**src/pskk_pkg.sv**
```systemverilog
// ----------------------------------------------------------------------------
// pskk_pkg
// Shared types and constants for the patch SSD k-best match keeper.
// ----------------------------------------------------------------------------
package pskk_pkg;

  // Field widths fixed by the item format.
  localparam int SAMPLE_BITS = 8;
  localparam int COORD_BITS  = 12;
  localparam int T_BITS      = 10;
  localparam int COST_BITS   = 32;
  localparam int K_BITS      = 4;
  localparam int SQ_BITS     = 2 * SAMPLE_BITS;

  // Default number of entry slots and reset value of the k register.
  localparam int KNN_MAX_DEF = 8;
  localparam logic [K_BITS-1:0] K_RESET = K_BITS'(4);

  // Command queue between the front and back parts.
  localparam int QDEPTH = 4;
  localparam int QAW    = 2;

  // Input action codes.
  typedef enum logic [1:0] {
    ACT_LOAD   = 2'd0,
    ACT_SAMPLE = 2'd1,
    ACT_FLUSH  = 2'd2
  } action_t;

  // Commands handed from the front part to the back part.
  typedef enum logic [1:0] {
    CMD_LOAD    = 2'd0,
    CMD_VERDICT = 2'd1,
    CMD_FLUSH   = 2'd2
  } cmd_kind_t;

  // Back part sequencer states.
  typedef enum logic [2:0] {
    BK_IDLE   = 3'd0,
    BK_SCAN   = 3'd1,
    BK_DECIDE = 3'd2,
    BK_FSCAN  = 3'd3,
    BK_FEMIT  = 3'd4
  } bk_state_t;

  typedef struct packed {
    logic [1:0]             action;
    logic [SAMPLE_BITS-1:0] sample_a;
    logic [SAMPLE_BITS-1:0] sample_b;
    logic                   last_sample;
    logic [COORD_BITS-1:0]  cand_x;
    logic [COORD_BITS-1:0]  cand_y;
    logic [T_BITS-1:0]      cand_t;
    logic [COST_BITS-1:0]   load_cost;
  } in_item_t;

  typedef struct packed {
    logic [COST_BITS-1:0]  out_cost;
    logic [COORD_BITS-1:0] out_x;
    logic [COORD_BITS-1:0] out_y;
    logic [T_BITS-1:0]     out_t;
    logic                  accepted;
    logic                  is_flush;
    logic                  last_result;
  } out_item_t;

  // One entry tuple; the packed order gives the (cost, x, y, t) ordering.
  typedef struct packed {
    logic [COST_BITS-1:0]  cost;
    logic [COORD_BITS-1:0] x;
    logic [COORD_BITS-1:0] y;
    logic [T_BITS-1:0]     t;
  } ent_key_t;

  typedef struct packed {
    cmd_kind_t kind;
    ent_key_t  key;
  } cmd_t;

  // Queue status seen by the front part.
  typedef struct packed {
    logic full;
    logic empty;
  } q_status_t;

endpackage

```
**src/pskk_front.sv**
```systemverilog
// ----------------------------------------------------------------------------
// pskk_front
// Accepts input beats, squares the sample difference into a stage register and
// accumulates the saturating cost from that register, then queues commands.
// ----------------------------------------------------------------------------
module pskk_front import pskk_pkg::*; (
  input  logic      clk,
  input  logic      rst_n,
  input  logic      in_valid,
  output logic      in_ready,
  input  in_item_t  in_data,
  input  q_status_t q_stat,
  output logic      q_push,
  output cmd_t      q_wdata
);

  logic                 s1_valid_r, s1_valid_nxt;
  in_item_t             s1_item_r;
  logic [SQ_BITS-1:0]   sq_r;
  logic [COST_BITS-1:0] cost_sum_r, cost_sum_nxt;

  logic [SAMPLE_BITS-1:0] diff;
  logic [COST_BITS:0]     sum_wide;
  logic [COST_BITS-1:0]   sum_sat;
  logic                   need_push;
  logic                   s1_done;
  logic                   in_fire;

  // Absolute difference of the sample pair.
  always_comb begin
    if (in_data.sample_a >= in_data.sample_b) begin
      diff = in_data.sample_a - in_data.sample_b;
    end else begin
      diff = in_data.sample_b - in_data.sample_a;
    end
  end

  // Saturating accumulation of the registered square.
  assign sum_wide = {1'b0, cost_sum_r} + (COST_BITS + 1)'(sq_r);
  assign sum_sat  = sum_wide[COST_BITS] ? {COST_BITS{1'b1}} : sum_wide[COST_BITS-1:0];

  // Loads, flushes and last samples produce a command for the back part.
  always_comb begin
    case (s1_item_r.action)
      ACT_LOAD:   need_push = 1'b1;
      ACT_SAMPLE: need_push = s1_item_r.last_sample;
      ACT_FLUSH:  need_push = 1'b1;
      default:    need_push = 1'b0;
    endcase
  end

  assign s1_done  = s1_valid_r && (!need_push || !q_stat.full);
  assign q_push   = s1_valid_r && need_push && !q_stat.full;
  assign in_ready = !s1_valid_r || s1_done;
  assign in_fire  = in_valid && in_ready;

  // Command payload.
  always_comb begin
    q_wdata.key.x = s1_item_r.cand_x;
    q_wdata.key.y = s1_item_r.cand_y;
    q_wdata.key.t = s1_item_r.cand_t;
    case (s1_item_r.action)
      ACT_LOAD: begin
        q_wdata.kind     = CMD_LOAD;
        q_wdata.key.cost = s1_item_r.load_cost;
      end
      ACT_FLUSH: begin
        q_wdata.kind     = CMD_FLUSH;
        q_wdata.key.cost = sum_sat;
      end
      default: begin
        q_wdata.kind     = CMD_VERDICT;
        q_wdata.key.cost = sum_sat;
      end
    endcase
  end

  // Next values of the stage and the running cost.
  always_comb begin
    s1_valid_nxt = in_fire ? 1'b1 : (s1_done ? 1'b0 : s1_valid_r);
    cost_sum_nxt = cost_sum_r;
    if (s1_done && s1_item_r.action == ACT_SAMPLE) begin
      cost_sum_nxt = s1_item_r.last_sample ? '0 : sum_sat;
    end
  end

  // Control registers.
  always_ff @(posedge clk) begin
    if (!rst_n) begin
      s1_valid_r <= 1'b0;
      cost_sum_r <= '0;
    end else begin
      s1_valid_r <= s1_valid_nxt;
      cost_sum_r <= cost_sum_nxt;
    end
  end

  // Stage payload.
  always_ff @(posedge clk) begin
    if (in_fire) begin
      s1_item_r <= in_data;
      sq_r      <= SQ_BITS'(diff) * SQ_BITS'(diff);
    end
  end

endmodule

```
**src/pskk_cmd_fifo.sv**
```systemverilog
// ----------------------------------------------------------------------------
// pskk_cmd_fifo
// Short command queue that decouples the front part from the back part.
// ----------------------------------------------------------------------------
module pskk_cmd_fifo import pskk_pkg::*; (
  input  logic      clk,
  input  logic      rst_n,
  input  logic      push,
  input  cmd_t      wdata,
  input  logic      pop,
  output cmd_t      rdata,
  output q_status_t stat
);

  cmd_t             mem_r [QDEPTH];
  logic [QAW-1:0]   wr_ptr_r, wr_ptr_nxt;
  logic [QAW-1:0]   rd_ptr_r, rd_ptr_nxt;
  logic [QAW:0]     count_r, count_nxt;

  assign stat.full  = (count_r == (QAW + 1)'(QDEPTH));
  assign stat.empty = (count_r == '0);
  assign rdata      = mem_r[rd_ptr_r];

  // Pointer and fill level update.
  always_comb begin
    wr_ptr_nxt = push ? wr_ptr_r + QAW'(1) : wr_ptr_r;
    rd_ptr_nxt = pop ? rd_ptr_r + QAW'(1) : rd_ptr_r;
    count_nxt  = count_r;
    if (push && !pop) begin
      count_nxt = count_r + (QAW + 1)'(1);
    end else if (pop && !push) begin
      count_nxt = count_r - (QAW + 1)'(1);
    end
  end

  always_ff @(posedge clk) begin
    if (!rst_n) begin
      wr_ptr_r <= '0;
      rd_ptr_r <= '0;
      count_r  <= '0;
    end else begin
      wr_ptr_r <= wr_ptr_nxt;
      rd_ptr_r <= rd_ptr_nxt;
      count_r  <= count_nxt;
    end
  end

  // Storage write.
  always_ff @(posedge clk) begin
    if (push) begin
      mem_r[wr_ptr_r] <= wdata;
    end
  end

endmodule

```
**src/pskk_back.sv**
```systemverilog
// ----------------------------------------------------------------------------
// pskk_back
// Holds the k entries. Loads write a slot directly; verdicts scan one slot a
// cycle for the worst entry and duplicates; flushes run one minimum pass a
// result. Results leave through an output register.
// ----------------------------------------------------------------------------
module pskk_back import pskk_pkg::*; #(
  parameter int KNN_MAX = KNN_MAX_DEF
) (
  input  logic              clk,
  input  logic              rst_n,
  input  logic [K_BITS-1:0] k_in_use,
  input  logic              q_valid,
  input  cmd_t              q_data,
  output logic              q_pop,
  output logic              out_valid,
  input  logic              out_ready,
  output out_item_t         out_data
);

  localparam int IDX_W = (KNN_MAX > 1) ? $clog2(KNN_MAX) : 1;
  localparam int CNT_W = $clog2(KNN_MAX + 1);

  // Entry store.
  ent_key_t           ent_r [KNN_MAX];
  logic [KNN_MAX-1:0] valid_r;

  bk_state_t          state_r, state_nxt;
  cmd_t               cmd_r, cmd_nxt;
  logic [IDX_W-1:0]   idx_r, idx_nxt;
  logic [CNT_W-1:0]   load_count_r, load_count_nxt;
  logic               have_empty_r, have_empty_nxt;
  logic               dup_r, dup_nxt;
  logic               pick_ok_r, pick_ok_nxt;
  logic [IDX_W-1:0]   pick_idx_r, pick_idx_nxt;
  ent_key_t           pick_key_r, pick_key_nxt;
  logic [KNN_MAX-1:0] emitted_r, emitted_nxt;
  logic [1:0]         cnt_r, cnt_nxt;
  logic               out_valid_r;
  out_item_t          out_data_r, out_data_nxt;
  logic               out_load;

  logic               ent_we;
  logic [IDX_W-1:0]   ent_widx;
  ent_key_t           ent_wkey;

  logic [CNT_W-1:0]   k_eff;
  logic               idx_last;
  logic               out_free;
  ent_key_t           key_i;
  logic               v_i;
  logic               same_pos;
  logic               acc;
  logic [CNT_W-1:0]   slot;
  logic [CNT_W-1:0]   slot_inc;

  // Effective k: zero acts as one, above the slot count acts as the count.
  always_comb begin
    if (k_in_use == '0) begin
      k_eff = CNT_W'(1);
    end else if (int'(k_in_use) > KNN_MAX) begin
      k_eff = CNT_W'(KNN_MAX);
    end else begin
      k_eff = CNT_W'(k_in_use);
    end
  end

  // Slot under scan.
  assign key_i    = ent_r[idx_r];
  assign v_i      = valid_r[idx_r];
  assign same_pos = (key_i.x == cmd_r.key.x) && (key_i.y == cmd_r.key.y) &&
                    (key_i.t == cmd_r.key.t);
  assign idx_last = ((CNT_W'(idx_r) + CNT_W'(1)) == k_eff);
  assign out_free = !out_valid_r || out_ready;
  assign acc      = !dup_r && (have_empty_r || (cmd_r.key.cost < pick_key_r.cost));

  // Load slot selection and wrap.
  assign slot     = (load_count_r < k_eff) ? load_count_r : '0;
  assign slot_inc = slot + CNT_W'(1);

  assign q_pop     = (state_r == BK_IDLE) && q_valid;
  assign out_valid = out_valid_r;
  assign out_data  = out_data_r;

  // Next state.
  always_comb begin
    state_nxt = state_r;
    case (state_r)
      BK_IDLE: begin
        if (q_valid) begin
          case (q_data.kind)
            CMD_VERDICT: state_nxt = BK_SCAN;
            CMD_FLUSH:   state_nxt = BK_FSCAN;
            default:     state_nxt = BK_IDLE;
          endcase
        end
      end
      BK_SCAN: begin
        if (idx_last) state_nxt = BK_DECIDE;
      end
      BK_DECIDE: begin
        if (out_free) state_nxt = BK_IDLE;
      end
      BK_FSCAN: begin
        if (idx_last) state_nxt = BK_FEMIT;
      end
      BK_FEMIT: begin
        if (!pick_ok_r) begin
          state_nxt = BK_IDLE;
        end else if (out_free) begin
          state_nxt = (cnt_r == 2'd1) ? BK_IDLE : BK_FSCAN;
        end
      end
      default: state_nxt = BK_IDLE;
    endcase
  end

  // Datapath and outputs per state.
  always_comb begin
    cmd_nxt        = cmd_r;
    idx_nxt        = idx_r;
    load_count_nxt = load_count_r;
    have_empty_nxt = have_empty_r;
    dup_nxt        = dup_r;
    pick_ok_nxt    = pick_ok_r;
    pick_idx_nxt   = pick_idx_r;
    pick_key_nxt   = pick_key_r;
    emitted_nxt    = emitted_r;
    cnt_nxt        = cnt_r;
    out_load       = 1'b0;
    out_data_nxt   = out_data_r;
    ent_we         = 1'b0;
    ent_widx       = pick_idx_r;
    ent_wkey       = cmd_r.key;
    case (state_r)
      BK_IDLE: begin
        if (q_valid) begin
          cmd_nxt        = q_data;
          idx_nxt        = '0;
          have_empty_nxt = 1'b0;
          dup_nxt        = 1'b0;
          pick_ok_nxt    = 1'b0;
          cnt_nxt        = '0;
          emitted_nxt    = '0;
          case (q_data.kind)
            CMD_LOAD: begin
              ent_we         = 1'b1;
              ent_widx       = IDX_W'(slot);
              ent_wkey       = q_data.key;
              load_count_nxt = (slot_inc >= k_eff) ? '0 : slot_inc;
            end
            CMD_FLUSH: begin
              load_count_nxt = '0;
            end
            default: begin
              load_count_nxt = load_count_r;
            end
          endcase
        end
      end
      BK_SCAN: begin
        // Worst search: the first empty slot wins, else the greatest tuple.
        if (v_i) begin
          if (same_pos) dup_nxt = 1'b1;
          if (!have_empty_r && (!pick_ok_r || (key_i > pick_key_r))) begin
            pick_ok_nxt  = 1'b1;
            pick_idx_nxt = idx_r;
            pick_key_nxt = key_i;
          end
        end else if (!have_empty_r) begin
          have_empty_nxt = 1'b1;
          pick_idx_nxt   = idx_r;
        end
        idx_nxt = idx_r + IDX_W'(1);
      end
      BK_DECIDE: begin
        if (out_free) begin
          out_load                 = 1'b1;
          out_data_nxt.out_cost    = cmd_r.key.cost;
          out_data_nxt.out_x       = cmd_r.key.x;
          out_data_nxt.out_y       = cmd_r.key.y;
          out_data_nxt.out_t       = cmd_r.key.t;
          out_data_nxt.accepted    = acc;
          out_data_nxt.is_flush    = 1'b0;
          out_data_nxt.last_result = 1'b1;
          ent_we                   = acc;
        end
      end
      BK_FSCAN: begin
        // Smallest tuple not yet sent; count, up to two, how many remain.
        if (v_i && !emitted_r[idx_r]) begin
          cnt_nxt = (cnt_r == 2'd0) ? 2'd1 : 2'd2;
          if (!pick_ok_r || (key_i < pick_key_r)) begin
            pick_ok_nxt  = 1'b1;
            pick_idx_nxt = idx_r;
            pick_key_nxt = key_i;
          end
        end
        idx_nxt = idx_r + IDX_W'(1);
      end
      BK_FEMIT: begin
        if (pick_ok_r && out_free) begin
          out_load                 = 1'b1;
          out_data_nxt.out_cost    = pick_key_r.cost;
          out_data_nxt.out_x       = pick_key_r.x;
          out_data_nxt.out_y       = pick_key_r.y;
          out_data_nxt.out_t       = pick_key_r.t;
          out_data_nxt.accepted    = 1'b0;
          out_data_nxt.is_flush    = 1'b1;
          out_data_nxt.last_result = (cnt_r == 2'd1);
          emitted_nxt[pick_idx_r]  = 1'b1;
          idx_nxt                  = '0;
          pick_ok_nxt              = 1'b0;
          cnt_nxt                  = '0;
        end
      end
      default: begin
        out_load = 1'b0;
      end
    endcase
  end

  // Control registers.
  always_ff @(posedge clk) begin
    if (!rst_n) begin
      state_r      <= BK_IDLE;
      load_count_r <= '0;
      valid_r      <= '0;
      out_valid_r  <= 1'b0;
    end else begin
      state_r      <= state_nxt;
      load_count_r <= load_count_nxt;
      if (ent_we) valid_r[ent_widx] <= 1'b1;
      if (out_load) begin
        out_valid_r <= 1'b1;
      end else if (out_ready) begin
        out_valid_r <= 1'b0;
      end
    end
  end

  // Payload and scan registers.
  always_ff @(posedge clk) begin
    cmd_r        <= cmd_nxt;
    idx_r        <= idx_nxt;
    have_empty_r <= have_empty_nxt;
    dup_r        <= dup_nxt;
    pick_ok_r    <= pick_ok_nxt;
    pick_idx_r   <= pick_idx_nxt;
    pick_key_r   <= pick_key_nxt;
    emitted_r    <= emitted_nxt;
    cnt_r        <= cnt_nxt;
    out_data_r   <= out_data_nxt;
    if (ent_we) ent_r[ent_widx] <= ent_wkey;
  end

endmodule

```
**src/patch_ssd_knn_keeper_top.sv**
```systemverilog
// ----------------------------------------------------------------------------
// patch_ssd_knn_keeper_top
// Keeps the k best (cost, x, y, t) matches of one target patch.
// ----------------------------------------------------------------------------
// Throughput: one sample beat per cycle unless the queue is full; loads are
// written from the back part's idle state. Verdict path: front stage, queue,
// k-slot scan, decide. Flush: n valid entries in the first k slots give n
// results, each from a one-slot-per-cycle minimum pass and an emit state.
// Reset (synchronous, rst_n low): entries invalid, load count and cost zero,
// k register back to 4.
module patch_ssd_knn_keeper_top import pskk_pkg::*; #(
  parameter int KNN_MAX = KNN_MAX_DEF
) (
  input  logic              clk,
  input  logic              rst_n,
  input  logic              in_valid,
  output logic              in_ready,
  input  in_item_t          in_data,
  output logic              out_valid,
  input  logic              out_ready,
  output out_item_t         out_data,
  input  logic              cfg_valid,
  output logic              cfg_ready,
  input  logic [K_BITS-1:0] cfg_data
);

  logic [K_BITS-1:0] k_in_use_r, k_in_use_nxt;
  q_status_t         q_stat;
  logic              q_push;
  logic              q_pop;
  cmd_t              q_wdata;
  cmd_t              q_rdata;

  // Configuration register.
  assign cfg_ready    = 1'b1;
  assign k_in_use_nxt = (cfg_valid && cfg_ready) ? cfg_data : k_in_use_r;

  always_ff @(posedge clk) begin
    if (!rst_n) begin
      k_in_use_r <= K_RESET;
    end else begin
      k_in_use_r <= k_in_use_nxt;
    end
  end

  pskk_front u_front (
    .clk      (clk),
    .rst_n    (rst_n),
    .in_valid (in_valid),
    .in_ready (in_ready),
    .in_data  (in_data),
    .q_stat   (q_stat),
    .q_push   (q_push),
    .q_wdata  (q_wdata)
  );

  pskk_cmd_fifo u_queue (
    .clk   (clk),
    .rst_n (rst_n),
    .push  (q_push),
    .wdata (q_wdata),
    .pop   (q_pop),
    .rdata (q_rdata),
    .stat  (q_stat)
  );

  pskk_back #(
    .KNN_MAX (KNN_MAX)
  ) u_back (
    .clk       (clk),
    .rst_n     (rst_n),
    .k_in_use  (k_in_use_r),
    .q_valid   (!q_stat.empty),
    .q_data    (q_rdata),
    .q_pop     (q_pop),
    .out_valid (out_valid),
    .out_ready (out_ready),
    .out_data  (out_data)
  );

  // A verdict is always the final result of its item.
  a_verdict_last: assert property (@(posedge clk) disable iff (!rst_n)
    out_valid && !out_data.is_flush |-> out_data.last_result)
    else $error("verdict beat without last_result");

  // A flushed entry never reports acceptance.
  a_flush_not_acc: assert property (@(posedge clk) disable iff (!rst_n)
    out_valid && out_data.is_flush |-> !out_data.accepted)
    else $error("flushed beat marked accepted");

  // Reset empties the output register.
  a_reset_out: assert property (@(posedge clk)
    !rst_n |=> !out_valid)
    else $error("output valid after reset");

  // The back part only pops a command that is present.
  a_pop_nonempty: assert property (@(posedge clk) disable iff (!rst_n)
    q_pop |-> !q_stat.empty)
    else $error("command popped from empty queue");

endmodule
```
**config.mk**
```make
export PLATFORM = sky130hd
export DESIGN_NAME = patch_ssd_knn_keeper_top
export DESIGN_NICKNAME = d
export VERILOG_FILES = /design/src/pskk_pkg.sv /design/src/pskk_front.sv /design/src/pskk_cmd_fifo.sv /design/src/pskk_back.sv /design/src/patch_ssd_knn_keeper_top.sv
export SDC_FILE = /design/constraint.sdc
export NUM_CORES = 1
export LEC_CHECK = 0
export BUFFER_PORTS_ARGS = -buffer_cell sky130_fd_sc_hd__buf_2
export CAP_MARGIN = 10
export CORE_ASPECT_RATIO = 1.25
export CORE_MARGIN = 1
export CORE_UTILIZATION = 45
export DETAILED_ROUTE_END_ITERATION = 10
export SYNTH_ARGS = -nofsm -noshare
export SYNTH_HDL_FRONTEND = slang
export SYNTH_SLANG_ARGS = --single-unit
```
**constraint.sdc**
```tcl
create_clock -name clk -period 9.9 [get_ports clk]
set_input_delay 1.98 -clock clk [delete_from_list [all_inputs] [get_ports clk]]
set_output_delay 1.98 -clock clk [all_outputs]
set_load 0.01 [all_outputs]
```
==> results of run 1 <==
area by class of cell:
class                           instances  area share [%]
Antenna cell                            4          0.0177
Clock buffer                          131            5.14
Clock inverter                         78            1.49
Inverter                              168            1.12
Multi-Input combinational cell       1669            26.1
Sequential cell                      1169            61.1
Tap cell                             1449            3.21
Timing Repair Buffer                  195            1.89
path summary, 6_finish.rpt:
check,from,end,slack (ns),depth (start not counted)
worst max-delay path,in_data[75],u_front.sq_r[13]$_DFFE_PP_,1.89,29
worst min-delay path,u_front.cost_sum_r[4]$_SDFFE_PN0P_,u_front.cost_sum_r[4]$_SDFFE_PN0P_,0.46,2
worst max register to register,flop,u_back.pick_key_r[42]$_DFFE_PP_,3.26,14
worst min register to register,u_front.cost_sum_r[4]$_SDFFE_PN0P_,u_front.cost_sum_r[4]$_SDFFE_PN0P_,0.46,2
worst reg2reg max path, stage by stage (launching register included):
cell       delay (ns)
dfxtp_4          0.73
buf_12           0.57
mux4_2           0.72
mux2_2           0.31
ha_1             0.30
nand4_1          0.14
nor3_1           0.50
nand4_1          0.37
or2_2            0.45
a31oi_1          0.49
a211oi_1         0.11
o2111ai_1        0.35
mux2i_1          0.24
a211oi_4         0.33
buf_4            0.58
state kept, by name (all words and copies together) (netlist names), 2 cells and up, named ones only:
name                 count
k_in_use_r               4
u_back.cmd_r            66
u_back.cnt_r             2
u_back.emitted_r         8
u_back.ent_r           528
u_back.idx_r             3
u_back.load_count_r      4
u_back.out_data         69
u_back.pick_idx_r        3
u_back.pick_key_r       66
u_back.state_r           3
u_back.valid_r           8
u_front.cost_sum_r      32
u_front.q_wdata         34
u_front.s1_item_r       35
u_front.sq_r            15
u_queue.count_r          3
u_queue.mem_r          272
u_queue.rd_ptr_r         2
u_queue.wr_ptr_r         2
kinds of logic after synthesis:
kind of cell    after synthesis  synth area share (%)
flops                      1169                  68.6
simple gates                695                  6.10
compound gates              406                  5.12
buf+inv                     288                  2.34
mux                         287                  11.0
fa+ha+maj                   201                  5.43
xor+xnor                     79                  1.41
other cells                   1               0.00747
routing by layer:
metal	track usage (%)	vias to the layer above	share of wire, %	wire length (um)
li1	-	12323	-	-
met1	28.2	14057	43	50400
met2	35.7	707	50	59200
met3	2.68	151	4.8	5660
met4	5.88	8	2.0	2330
met5	0	-	0.048	57
through the flow:
stage               total power, uW  hold slack (ns)  cell area, um^2
finish                        16700            0.458            56400
global route                  17600            0.472            56400
detailed placement            12500            0.451            52700
floorplan                     10800            0.424            50200
CTS                           16800            0.460            56400
global placement              12300            0.446            52700
power breakdown:
group          switching [uW]  total (uW)  internal, uW  leakage [uW]
clock network            1870        4340          2480       0.00181
registers                 452        7260          6810        0.0106
logic                    3070        5070          2000       0.00751
total                    5390       16700         11300        0.0200
layout by cell type, fill, tap and decap left out, drive strengths merged, types with 19 or more instances in the layout:
master	count
a21oi	98
fa	28
nand2	350
inv	173
mux2	66
a21o	53
mux4	204
xor2	35
a31oi	23
and2	19
clkbuf	131
xnor2	44
nand4	27
edfxtp	1104
o21ai	137
nand3	21
dfxtp	65
clkinv	48
nor2	168
buf	195
ha	173
nor3	26
==> reports/results.tsv, run 1 <==
stage	metric	value	unit
synth	yosysMostFrequentCell	edfxtp_1	
sta	fmax	125	MHz
clocking	cts-buffers-inserted	110	
clocking	cts_setup_buffers	0	
sta	worst_clock_skew	0.0291	ns
floorplanning	die-area	0.113	mm^2
synth	yosys.area.top_type	edfxtp_1	
worst_setup_path	crit_required	10.36	ns
synth	yosysTopAreaCellShare	66.0	%
clocking	cts_max_path_buffers	3	
global_route	grt_pass1_wl	176000	um
sta	timing.final.max_slew_violations	0	
route	drtIter0Drc	1993	
synth	synth_nets	3421	
worst_setup_path	critPathKind	in2reg	
worst_setup_path	arrival	8.47	ns
floorplanning	row_count	136	
worst_setup_path	startpoint_type	input port	
route	vias	27246	
route	wl	118000	um
run	drv_cap	0	
sta	slew_headroom	20.7	%
cells_and_area	ff_latch_area	0.0345	mm^2
floorplanning	core	0.110	mm^2
floorplanning	die_w	301	um
clocking	cts_sinks	1169	
clocking	clk_pin_slew	0.06	ns
cells_and_area	multi_input_area	0.0147	mm^2
sta	tightest_slew	1.18	ns
clocking	cts_resized	0	
clocking	htree_num_levels	3	
min_path	worst_hold_path_type	reg2reg	
floorplanning	start_util	45.6	%
synth	syn_area	0.0502	mm^2
worst_setup_path	max_stage_delay	0.53	ns
sta	setup_viol	0	
floorplanning	ioPinCount	166	
cells_and_area	postLayoutCoreUtil	51.2	%
synth	avgSynthCellArea	16.1	um^2
power	pwr_density_cell	295	mW/mm^2
global_route	grt_use_total	21.0	%
clocking	cts_tree	built	
synth	synth-seq-cells	1169	
power	power.leakage	0.0200	uW
status	status	completed	
synth	synth_area_leaders	edfxtp_1 (66%), mux4_2 (9.1%), ha_1 (4.3%)	
place	gp_congestion	0.852	
synth	synthArstFlopShare	0	%
place	dp_cells	4650	
clocking	postCtsHoldBufs	0	
global_route	grt-ovfl-total	0	
clocking	insertion_delay	0.72	ns
worst_setup_path	end_kind	flop	
worst_setup_path	crit_buf_inv	6	
sta	hold_viol	0	
sta	finalCriticalPeriod	8.01	ns
synth	ys_seq_area_share	68.6	%
place	dp_hpwl	75200	um
global_route	grt_max_degree	86	
cells_and_area	nets	3608	
route	antenna_left	0	
route	first_pass_iters	5	
global_route	first_global_vias	28203	
sta	setup_slack	1.89	ns
synth	synth.distinct_cells	87	
sta	tns	0	ns
global_route	antenna_found_initial	8	
power	peakVddDrop	310	uV
route	drc	0	
cells_and_area	drive_gt1_share	20.5	%
synth	synth-edff-count	1104	
worst_setup_path	cpMostUsedCell	inv_1	
synth	synth.top_cells.by_count	edfxtp_1 (1,104), nand2_1 (349), mux4_2 (204)	
worst_setup_path	crit_fanout	8	
synth	postSynthCellCount	3126	
worst_setup_path	slowest_stage	fa_1	
place	dp_slack	1.23	ns
cells_and_area	final_cells	4863	
sta	rsz0062_at_grt	false	
route	wl_per_cell	24.2	um
route	vias_per_cell	5.60	
synth	synth_warnings	0	
cells_and_area	syn2layout_area_growth	12.4	%
worst_setup_path	cp_top_family	adder cells	
sta	fin_crit_sh	80.9	%
place	io_buffers	164	
floorplanning	die_h	376	um
clocking	root_buffer	clkbuf_16	
synth	synth-main-ff-cell	edfxtp_1	
cells_and_area	nFillCells	9049	
No activity file was read; power rests on OpenSTA's default activity.
==> inputs of run 2 (changes only) <==
- clock period: 9.9 -> 8.17 ns (I/O delays scaled with it)
==> run 2 against run 1 <==
Net effect:
- clock-buffer cell count increased by 12
- via count increased by 0.87%
- critical endpoint is now u_front.sq_r[15]$_DFFE_PP_
- flip-flop and latch count unchanged
- non-clock buffer count increased by 10
- sequential power increased by 21%
- hold slack improved by 0.0075 ns
- clock skew increased by 0.00097 ns
- combinational power increased by 22%
- design area increased by 0.25%
- cell count increased by 0.29%
- first-iteration DRC count increased by 21%
- clock power increased by 23%
==> reports/results.tsv, run 2 (synthesis gave the netlist of run 1 again) <==
stage	metric	value	unit	change
status	status	completed		unchanged
clocking	cts-buffers-inserted	113		was 110
place	io_buffers	164		unchanged
cells_and_area	multi_input_area	0.0147	mm^2	unchanged
route	drtIter0Drc	2410		was 1,993
route	vias_per_cell	5.64		was 5.60
clocking	htree_num_levels	3		unchanged
place	dp_slack	-0.193	ns	was 1.23 ns
clocking	cts_setup_buffers	0		unchanged
cells_and_area	nFillCells	9073		was 9,049
cells_and_area	top_register	u_back.ent_r		unchanged
global_route	grt_max_degree	72		was 86
global_route	grt_use_total	21.1	%	was 21.0%
sta	worst_clock_skew	0.0301	ns	was 0.0291 ns
place	gp_congestion	0.854		was 0.852
global_route	grt_pass1_wl	177000	um	was 176,000 um
floorplanning	die-area	0.113	mm^2	unchanged
power	power.leakage	0.0200	uW	about the same
sta	slew_headroom	16.9	%	was 20.7%
power	p_switching	6530	uW	was 5390 uW
sta	setup_slack	0.395	ns	was 1.89 ns
floorplanning	die_w	301	um	unchanged
floorplanning	row_count	136		unchanged
sta	setup_viol	0		unchanged
place	placed_cell_area	0.0528	mm^2	was 0.0527 mm^2
sta	finalCriticalPeriod	7.78	ns	
clocking	clk_pin_slew	0.06	ns	about the same
clocking	cts_max_path_buffers	3		unchanged
power	pwr_density_cell	359	mW/mm^2	was 295 mW/mm^2
sta	tightest_slew	1.24	ns	was 1.18 ns
floorplanning	ioPinCount	166		unchanged
route	wl	119000	um	was 118,000 um
clocking	insertion_delay	0.72	ns	about the same
cells_and_area	final_common_cell	edfxtp_1		unchanged
route	vias	27482		was 27,246
cells_and_area	nets	3621		was 3,608
worst_setup_path	crit_fanout	8		unchanged
power	peakVddDrop	297	uV	was 310 uV
clocking	root_buffer	clkbuf_16		unchanged
run	drv_cap	0		unchanged
worst_setup_path	max_stage_delay	0.60	ns	was 0.53 ns
cells_and_area	ff_latch_area	0.0345	mm^2	unchanged
cells_and_area	syn2layout_area_growth	12.7	%	was 12.4%
power	cellInternalPower	13800	uW	was 11,300 uW
power	p_seq_share	43.4	%	was 43.5%
place	dp_hpwl	74900	um	was 75,200 um
power	power_frac_clock	26.2	%	was 26.0%
clocking	cts_sinks	1169		unchanged
floorplanning	start_util	45.6	%	unchanged
power	p_sw_share	32.1	%	was 32.3%
cells_and_area	drive_gt1_share	20.4	%	was 20.5%
power	combPwrFrac	30.4	%	about the same
route	wl_per_cell	24.4	um	was 24.2 um
route	drc	0		unchanged
worst_setup_path	startpoint_type	input port		unchanged
floorplanning	die_h	376	um	unchanged
clocking	cts_resized	0		unchanged
clocking	cts_tree	built		unchanged
worst_setup_path	critPathKind	in2reg		unchanged
global_route	first_global_vias	27991		was 28,203
worst_setup_path	slowest_stage	fa_1		unchanged
sta	tns	0	ns	unchanged
sta	fin_crit_sh	95.2	%	
sta	timing.final.max_slew_violations	0		unchanged
worst_setup_path	end_kind	flop		unchanged
power	power	20300	uW	was 16,700 uW
cells_and_area	fin_area	0.0566	mm^2	was 0.0564 mm^2
worst_setup_path	crit_required	8.61	ns	was 10.36 ns
sta	rsz0062_at_grt	false		unchanged
sta	hold_viol	0		unchanged
clocking	postCtsHoldBufs	0		unchanged
floorplanning	core	0.110	mm^2	unchanged
route	first_pass_iters	6		was 5
sta	fmax	129	MHz	
route	antenna_left	0		unchanged
min_path	worst_hold_path_type	reg2reg		unchanged
global_route	antenna_found_initial	7		was 8
worst_setup_path	arrival	8.22	ns	was 8.47 ns
global_route	grt-ovfl-total	0		unchanged
cells_and_area	postLayoutCoreUtil	51.3	%	was 51.2%
cells_and_area	largest_reg_flops	528		unchanged
cells_and_area	final_cell_mix	edfxtp_1 (1,104), nand2_1 (348), mux4_2 (204)		unchanged
==> run 2: changes by cell type in the layout (fill, tap and decap cells not counted), sizes merged <==
cell and delta:
clkbuf +12, bufinv +2, clkinvlp -8, buf +10
diode -1, inv -1
==> run 2: worst paths after layout <==
check	from	end	slack (ns)	depth (start not counted)
max	in_data[75]	u_front.sq_r[15]$_DFFE_PP_	0.39	28
min	u_front.cost_sum_r[3]$_SDFFE_PN0P_	u_front.cost_sum_r[3]$_SDFFE_PN0P_	0.47	2
max reg2reg	flop	u_back.pick_key_r[53]$_DFFE_PP_	1.99	14
min reg2reg	u_front.cost_sum_r[3]$_SDFFE_PN0P_	u_front.cost_sum_r[3]$_SDFFE_PN0P_	0.47	2
==> run 2: metal layers <==
| metal | global-route usage [%] | part of all wire (%) | vias up |
|---|---|---|---|
| met5 | 0 | 0.031 | - |
| met4 | 5.00 | 1.6 | 6 |
| met3 | 2.69 | 5.0 | 135 |
| met2 | 35.5 | 50 | 777 |
| met1 | 29.1 | 43 | 14205 |
| li1 | - | - | 12359 |
==> run 2: power groups by stage <==
stage,logic [uW],registers (uW),clock network [uW]
CTS,6250,8820,5430
detailed placement,6200,8940,0
floorplan,4450,8660,0
finish,6180,8810,5320
global route,6830,8890,5650
global placement,6050,8900,0
==> run 2: critical path, delay by kind of cell <==
family / cells / cell delay [ns]
adders and majority gates: 6 / 2.53
and+or+nand+nor: 4 / 0.61
xor gates and xnor gates: 4 / 0.94
AOI/OAI and AO/OA: 9 / 2.18
buffers and inverters: 5 / 0.31
==> run 2: through the flow <==
step / cells / hold slack [ns]
floorplan: 3126 / 0.424
global placement: 4659 / 0.447
detailed placement: 4660 / 0.457
CTS: 4874 / 0.467
global route: 4875 / 0.490
finish: 4877 / 0.466
==> run 2: area by class of cell <==
type                            count  area share (%)
Tap cell                         1449            3.20
Sequential cell                  1169            60.9
Timing Repair Buffer              205            2.08
Clock inverter                     71            1.40
Clock buffer                      143            5.27
Inverter                          168            1.12
Multi-Input combinational cell   1669            26.0
Antenna cell                        3          0.0133
